File: config.mk
export PLATFORM = sky130hd
export DESIGN_NAME = cdau_ramp
export DESIGN_NICKNAME = d
export VERILOG_FILES = /design/src/design/cdau_pkg.sv /design/src/design/cdau_ramp.sv
export SDC_FILE = /design/constraint.sdc
export NUM_CORES = 2
export LEC_CHECK = 0
export BUFFER_PORTS_ARGS = -buffer_cell sky130_fd_sc_hd__buf_2
export CAP_MARGIN = 0
export CELL_PAD_IN_SITES_DETAIL_PLACEMENT = 1
export CELL_PAD_IN_SITES_GLOBAL_PLACEMENT = 1
export CORE_ASPECT_RATIO = 1.5
export CORE_MARGIN = 2
export CORE_UTILIZATION = 25
export CTS_CLUSTER_SIZE = 20
export DETAILED_ROUTE_END_ITERATION = 12
export PLACE_DENSITY_LB_ADDON = 0.05
export SETUP_SLACK_MARGIN = 0.02
export SLEW_MARGIN = 20
export SYNTH_ARGS = -nofsm -noshare
export SYNTH_HDL_FRONTEND = slang
export SYNTH_SLANG_ARGS = --single-unit
File: constraint.sdc
create_clock -name aclk -period 6.77 [get_ports aclk]
set_input_delay 0 -clock aclk [delete_from_list [all_inputs] [get_ports aclk]]
set_output_delay 0 -clock aclk [all_outputs]
set_load 0.005 [all_outputs]
File: src/design/cdau_pkg.sv
// Package of the chroma denoise authority unit: widths, fixed-point constants, codes.
// Used by cdau_ramp, the top level and the port checker; depends on nothing.
`default_nettype none

package cdau_pkg;

    // Widths
    localparam int FW      = 32;             // UQ4.28 input field
    localparam int EW      = 35;             // scaled edge, UQ.28 with headroom
    localparam int TW      = 15;             // ramp position t
    localparam int WW      = 16;             // UQ1.15 weight
    localparam int AW      = 15;             // authority
    localparam int CW      = 19;             // edge coefficient, UQ.16
    localparam int CFG_IW  = 4;              // config register index
    localparam int NIN     = 9;              // input fields
    localparam int IN_DW   = NIN * FW;
    localparam int OUT_DW  = 48;             // 47 bits of fields padded to bytes
    localparam int A1W     = 20;
    localparam int A2W     = 24;
    localparam int A3W     = 25;
    localparam int NSTG    = 24;             // pipeline register stages
    localparam int ADLY    = 18;             // delay of the early authority product

    // Config register indexes
    localparam logic [CFG_IW-1:0] REG_STRENGTH = 4'd0;
    localparam logic [CFG_IW-1:0] REG_GUIDE    = 4'd1;

    // Reset values
    localparam logic [WW-1:0] STRENGTH_RST = 16'd24904;
    localparam logic [FW-1:0] GUIDE_RST    = 32'd4831838;

    // Edge coefficients, UQ.16
    localparam logic [CW-1:0] K_CHR_LO = 19'd147456;
    localparam logic [CW-1:0] K_CHR_HI = 19'd344064;
    localparam logic [CW-1:0] K_LUM_LO = 19'd45875;
    localparam logic [CW-1:0] K_LUM_HI = 19'd157286;
    localparam logic [CW-1:0] K_VAR_LO = 19'd29491;
    localparam logic [CW-1:0] K_VAR_HI = 19'd121242;

    // Fixed edges, UQ7.28
    localparam logic [EW-1:0] FLOOR_LUM_LO = 35'd1073742;
    localparam logic [EW-1:0] FLOOR_LUM_HI = 35'd3221225;
    localparam logic [EW-1:0] SAT_E0       = 35'd91268055;
    localparam logic [EW-1:0] SAT_E1       = 35'd209379656;
    localparam logic [EW-1:0] HI_E0        = 35'd187904819;
    localparam logic [EW-1:0] HI_E1        = 35'd289910292;

    // Protection slopes and limits, UQ1.15
    localparam logic [14:0]   SAT_SLOPE = 15'd22938;
    localparam logic [14:0]   HI_SLOPE  = 15'd25559;
    localparam logic [WW-1:0] ONE_Q15   = 16'd32768;
    localparam logic [AW-1:0] AUTH_MAX  = 15'd30802;

    // Ramp modes
    localparam logic [1:0] RM_ZERO = 2'd0;
    localparam logic [1:0] RM_ONE  = 2'd1;
    localparam logic [1:0] RM_DIV  = 2'd2;

endpackage

`default_nettype wire

File: src/design/cdau_ramp.sv
// Pipelined smoothstep ramp: setup, one restoring-division bit per stage, two multiply stages.
// Depends on cdau_pkg; 18 register stages, one item per enabled cycle.
`default_nettype none

module cdau_ramp (
    input  wire logic                   aclk,
    input  wire logic                   en,
    input  wire logic [cdau_pkg::EW-1:0] e0,
    input  wire logic [cdau_pkg::EW-1:0] e1,
    input  wire logic [cdau_pkg::FW-1:0] v,
    output logic      [cdau_pkg::WW-1:0] y
);

    localparam int EW = cdau_pkg::EW;
    localparam int TW = cdau_pkg::TW;

    logic [EW-1:0] rem_reg  [0:TW];
    logic [EW-1:0] den_reg  [0:TW];
    logic [TW-1:0] quo_reg  [0:TW];
    logic [1:0]    mode_reg [0:TW];

    logic [EW-1:0] v_ext;
    logic [1:0]    mode_next;
    logic [2*TW-1:0] tt_reg;
    logic [16:0]     w_reg;
    logic [1:0]      mode1_reg;
    logic [46:0]     prod;
    logic [47:0]     rnd;
    logic [cdau_pkg::WW-1:0] y_reg;

    assign v_ext = EW'(v);

    // Classify the item against its edges
    always_comb begin
        if (e1 <= e0) begin
            mode_next = cdau_pkg::RM_ZERO;
        end else if (v_ext <= e0) begin
            mode_next = cdau_pkg::RM_ZERO;
        end else if (v_ext >= e1) begin
            mode_next = cdau_pkg::RM_ONE;
        end else begin
            mode_next = cdau_pkg::RM_DIV;
        end
    end

    // Setup stage: offset and span
    always_ff @(posedge aclk) begin
        if (en) begin
            rem_reg[0]  <= v_ext - e0;
            den_reg[0]  <= e1 - e0;
            quo_reg[0]  <= '0;
            mode_reg[0] <= mode_next;
        end
    end

    // One quotient bit per stage
    for (genvar i = 1; i <= TW; i++) begin : g_div
        logic [EW:0] sh;
        logic        ge;
        logic [EW:0] diff;
        assign sh   = {rem_reg[i-1], 1'b0};
        assign ge   = sh >= {1'b0, den_reg[i-1]};
        assign diff = sh - {1'b0, den_reg[i-1]};
        always_ff @(posedge aclk) begin
            if (en) begin
                rem_reg[i]  <= ge ? diff[EW-1:0] : sh[EW-1:0];
                den_reg[i]  <= den_reg[i-1];
                quo_reg[i]  <= {quo_reg[i-1][TW-2:0], ge};
                mode_reg[i] <= mode_reg[i-1];
            end
        end
    end

    // First multiply: t squared and the cubic weight
    always_ff @(posedge aclk) begin
        if (en) begin
            tt_reg    <= quo_reg[TW] * quo_reg[TW];
            w_reg     <= 17'd98304 - {1'b0, quo_reg[TW], 1'b0};
            mode1_reg <= mode_reg[TW];
        end
    end

    assign prod = tt_reg * w_reg;
    assign rnd  = {1'b0, prod} + 48'd536870912;

    // Second multiply, round, select
    always_ff @(posedge aclk) begin
        if (en) begin
            case (mode1_reg)
                cdau_pkg::RM_ONE: y_reg <= cdau_pkg::ONE_Q15;
                cdau_pkg::RM_DIV: y_reg <= rnd[45:30];
                default:          y_reg <= '0;
            endcase
        end
    end

    assign y = y_reg;

endmodule

`default_nettype wire

# --- Word level (Yosys, flattened, before mapping) ---
# Memory sizes are Yosys's and may differ from the RTL's. A register that Yosys moved wholly into a read port is not among the register bits.
# Index checks and enable logic that the tools add are counted.
op_classes:
  n_addsub: 19
  multipliers: 2
  order_cmp: 18
  eq_ne: 2
  mux: 21
ops:
  columns: ["cell", "n"]
  rows:
  - ["subtractor 35 bit", 16]
  - [">= comparator 36 x 35 -> 1 bit", 15]
  - ["2-to-1 mux 35 bit", 15]
  - ["adder 46 x 30 -> 46 bit (second input constant)", 1]
  - ["multiplier 30 x 17 -> 46 bit", 1]
  - [">= comparator 32 x 35 -> 1 bit", 1]
  - ["less-or-equal comparator 32 x 35 -> 1 bit", 1]
  - ["less-or-equal comparator 35 bit", 1]
  - ["subtractor 32 x 35 -> 35 bit", 1]
  - ["case mux 16 bit (2 select lines)", 1]
  - ["multiplier 15 x 15 -> 30 bit", 1]
  - ["subtractor 17 x 16 -> 17 bit (first input constant)", 1]
  - ["2-to-1 mux 2 bit", 3]
  - ["equality test 2 x 1 -> 1 bit (second input constant)", 1]
  - ["equality test 2 bit (second input constant)", 1]
  - ["2-to-1 mux 1 bit", 2]
totals:
  register_bits: 63
  ramBits: 1392
  in_bits: 104
  memories: 4
memory_table:
  columns: ["memory", "depth", "word_bits", "read_ports", "rd_ports_with_merged_regs", "wr", "line", "source"]
  rows:
  - ["den_reg", 16, 35, 15, 0, 16, "cdau_ramp.sv:18", "logic [EW-1:0] den_reg [0:TW];"]
  - ["rem_reg", 16, 35, 15, 0, 16, "cdau_ramp.sv:17", "logic [EW-1:0] rem_reg [0:TW];"]
  - ["quo_reg", 16, 15, 16, 0, 16, "cdau_ramp.sv:19", "logic [TW-1:0] quo_reg [0:TW];"]
  - ["mode_reg", 16, 2, 16, 1, 16, "cdau_ramp.sv:20", "logic [1:0] mode_reg [0:TW];"]

# --- Logic depth before layout (Yosys ltp) ---
logic_depth:
  ltp_word: 4
  depth_mapped: 25

# --- Least setup slack after synthesis ---
# OpenSTA, ideal clock, no wires.
synth_path:
  path_kind: "flip-flop to flip-flop"
  startpoint: "register w_reg[10]"
  endpoint: "register y_reg, in the netlist y[9] (data pin)"
  setup_time_ps: 266
  arrival_ps: 6233
  required_ps: 6504
  path_slack_ps: 271
  stages_incl_launch_ff: 24
  n_path_buf: 2
  synth_period_minus_slack_ps: 6499
  cell_sequence: "edfxtp_1 > clkbuf_1 > buf_1 > nand2_1 > fa_1 > inv_1 > fa_1 > fa_1 > fa_1 > fa_1 > inv_1 > fa_1 > inv_1 > ha_1 > a21o_1 > a21o_1 > a22oi_1 > a31oi_1 > o2111ai_1 > o211ai_1 > o41a_1 > a21oi_1 > xor2_1 > nor2_1"
synth_between:
  elab_chain_len: 3
synth_rtl:
  columns: ["item", "line", "source"]
  rows:
  - ["start: declaration", "cdau_ramp.sv:25", "logic [16:0] w_reg;"]
  - ["start signal: assignment", "cdau_ramp.sv:78", "w_reg <= 17'd98304 - {1'b0, quo_reg[TW], 1'b0};"]
  - ["multiplier 30 x 17 -> 46 bit", "cdau_ramp.sv:83", "assign prod = tt_reg * w_reg;"]
  - ["adder 46 x 30 -> 46 bit", "cdau_ramp.sv:84", "assign rnd = {1'b0, prod} + 48'd536870912;"]
  - ["case mux 16 bit (2 select lines)", "cdau_ramp.sv:89", "case (mode1_reg)"]
  - ["end signal: assignment", "cdau_ramp.sv:90", "cdau_pkg::RM_ONE: y_reg <= cdau_pkg::ONE_Q15;"]
  - ["end signal: assignment", "cdau_ramp.sv:91", "cdau_pkg::RM_DIV: y_reg <= rnd[45:30];"]
  - ["end: declaration", "cdau_ramp.sv:29", "logic [cdau_pkg::WW-1:0] y_reg;"]
# No other way between the ends.
# A chain may end at the register's enable or synchronous reset.

# --- Worst setup path in the final report ---
layout_path:
  startpoint: "register w_reg[6]"
  endpoint: "register y_reg, in the netlist y[15] (data pin)"
# The elaborated chain is that of the path after synthesis.

==> flow_metrics.tcl <==
set metrics [dict create \
    outcome "finished, final reports clean" \
    grt_max_degree 125 \
    tightestPinTransition_ns 1.19 \
    synthTopCellsByArea "edfxtp_1 (40%), ha_1 (11%), fa_1 (11%)" \
    path_clk_slew_ns 0.06 \
    grt_pass1_vias 77300 \
    max_freq_mhz 150 \
    dp_hpwl_um 255000 \
    yosysUniqueCellTypes 98 \
    grt_pass1_wl_um 467000 \
    dr.pass1.iters 5 \
    critical_path_required_ns 7.31 \
    final_common_cell "inv_1" \
    finClkSkew_ns 0.0624 \
    synthToLayoutAreaGrowth_pct 17.6 \
    synth_warnings 0 \
    die_h_um 760 \
    final_util_pct 29.6 \
    synth_ff_type "edfxtp_1" \
    max_cap_violations 0 \
    crit_slowest_cell "fa_2" \
    wire_per_inst_um 20.6 \
    nNetsFinal 11300 \
    routed_via_density 4.53 \
    avgSynthCellArea_um2 10.4 \
    relSlewSlack_pct 19.9 \
    hold_viol 0 \
    layout_min_cycle_time_ns 6.68 \
    synthArstFlopShare_pct 0 \
    clockBufferDepth 4 \
    start_util_pct 25.1 \
    fin_area_mm2 0.112 \
    cts_sinks 1264 \
    cts_buffers 161 \
    syn_inst 9174 \
    slew_viol_final 0 \
    yosysTopAreaCell "edfxtp_1" \
    synth.cell_area_mm2 0.0954 \
    grt-ovfl-total 0 \
    postRouteAntennaNets 0 \
    placed_area_mm2 0.104 \
    die_area_mm2 0.387 \
    synth-edff-count 1264 \
    die_w_um 508 \
    place.port_buffers 119 \
    cpPeakStageDelay_ns 0.58 \
    gp_congestion 0.862 \
    clock_latency_ns 0.85 \
    cp.arrival_ns 7.22 \
    path_max_fanout 6 \
    hp-class "input port to flip-flop" \
    period_share_pct 98.7 \
    num_io_pins 120 \
    wirelength_um 308000 \
    ys_ff_latch 1264 \
    finalHoldWorstSlack_ns 0.102 \
    start_kind "flip-flop" \
    antenna_found_initial 4 \
    mostFrequentLayoutCells "inv_1 (1344), edfxtp_1 (1264), ha_1 (839)" \
    crit_top_cell "fa_2" \
    drc_errors 0 \
    finalSetupViolCount 0 \
    cts_tree "built" \
    rsz0062_at_grt "yes" \
    grt_util_all_layers_pct 15.8 \
    htree_num_levels 4 \
    critPathCaptureType "flip-flop" \
    drive_gt1_share_pct 10.7 \
    root_buffer "clkbuf_16" \
    core_area_mm2 0.380 \
    ys_seq_area_share_pct 39.8 \
    vias 67700 \
    drt_iter0_markers 1869 \
    criticalPathCategory "flip-flop to flip-flop" \
    synth_top_area_share_pct 39.8 \
    rows 277 \
]
## metrics by stage
step / std cells / setup slack (ns) / TNS [ns]
floorplan: 9179 / 0.271 / 0
global route: 14900 / -0.166 / -0.650
CTS: 14900 / -0.0138 / -0.0138
finish: 14900 / 0.0900 / 0
detailed placement: 14400 / -0.547 / -4.54
global placement: 14400 / -0.609 / -4.79
## path summary, 6_finish.rpt
check	cells past startpoint	startpoint	slack, ns	to
max	27	w_reg[6]	0.09	y[15]
min	6	e0[26]	0.10	rem_reg[0][27]
max reg2reg	27	w_reg[6]	0.09	y[15]
min reg2reg	0	quo_reg[9][2]	0.37	quo_reg[10][3]
## critical path: cells and delay by family, from the launching register on
| family | cells | cell delay [ns] |
|---|---|---|
| fa+ha+maj | 7 | 3.13 |
| compound gates | 8 | 1.56 |
| buf+inv | 9 | 0.99 |
| flops | 1 | 0.43 |
| simple gates | 2 | 0.21 |
| xor+xnor | 1 | 0.09 |
## routing by layer
metal  track usage [%]  up-vias  routed length, µm
met5                 0        -                  0
met4              9.40        0              21300
met3              1.46      597               5760
met2              33.3      806             179000
met1              14.1    33400             102000
li1                  -    32900                  -
## Yosys cell counts, drive strengths merged (11+ instances only)
library cell / n
a211o: 25
a211oi: 65
a21boi: 39
a21o: 303
a21oi: 605
a221o: 17
a221oi: 13
a31o: 18
a31oi: 65
and2: 293
and3: 51
buf: 72
clkbuf: 136
edfxtp: 1264
fa: 533
ha: 862
inv: 1389
mux2: 124
mux2i: 12
nand2: 837
nand2b: 80
nand3: 104
nand4: 81
nor2: 473
nor2b: 76
nor3: 127
nor4: 23
o2111ai: 11
o211ai: 33
o21a: 129
o21ai: 478
o21ba: 11
o21bai: 55
o22ai: 21
o31a: 17
o31ai: 71
o41ai: 14
or2: 22
or3: 13
xnor2: 298
xor2: 189
## logic make-up (layout without fill, tap and decap cells)
| family | count (synthesis) | in the layout | synth area share, % |
|---|---|---|---|
| adders and majority gates | 1395 | 1395 | 22.5 |
| xor gates and xnor gates | 487 | 487 | 4.47 |
| buffers and inverters | 1598 | 2338 | 6.54 |
| other | 2 | 8 | 0.00787 |
| DFF | 1264 | 1264 | 39.8 |
| AOI/OAI and AO/OA | 2068 | 2068 | 13.9 |
| muxes | 136 | 136 | 1.77 |
| and+or+nand+nor | 2224 | 2224 | 11.0 |
## layout make-up
cell class                      instances  area (µm²)
Antenna cell                            1        2.50
Clock inverter                         71         691
Multi-Input combinational cell       6317       51900
Timing Repair Buffer                  673        5830
Clock buffer                          204        4230
Inverter                             1390        5230
Sequential cell                      1264       38000
Fill cell                           42400      267000
Tap cell                             5022        6280
## timing repair
| item | 4_1_cts | 5_1_grt |
|---|---|---|
| gates cloned | 3 | 2 |
| hold buffers | 199 | 0 |
| endpoints found under the hold margin | 494 | 0 |
| pin swaps | 102 | 87 |
| setup buffers | 12 | 12 |
| resized for setup | 122 | 99 |
| setup endpoints to repair | 16 | 15 |
Power is left out: the tool's default activity adds up to more than one toggle a clock period on the data nets, which glitch-free logic cannot reach.
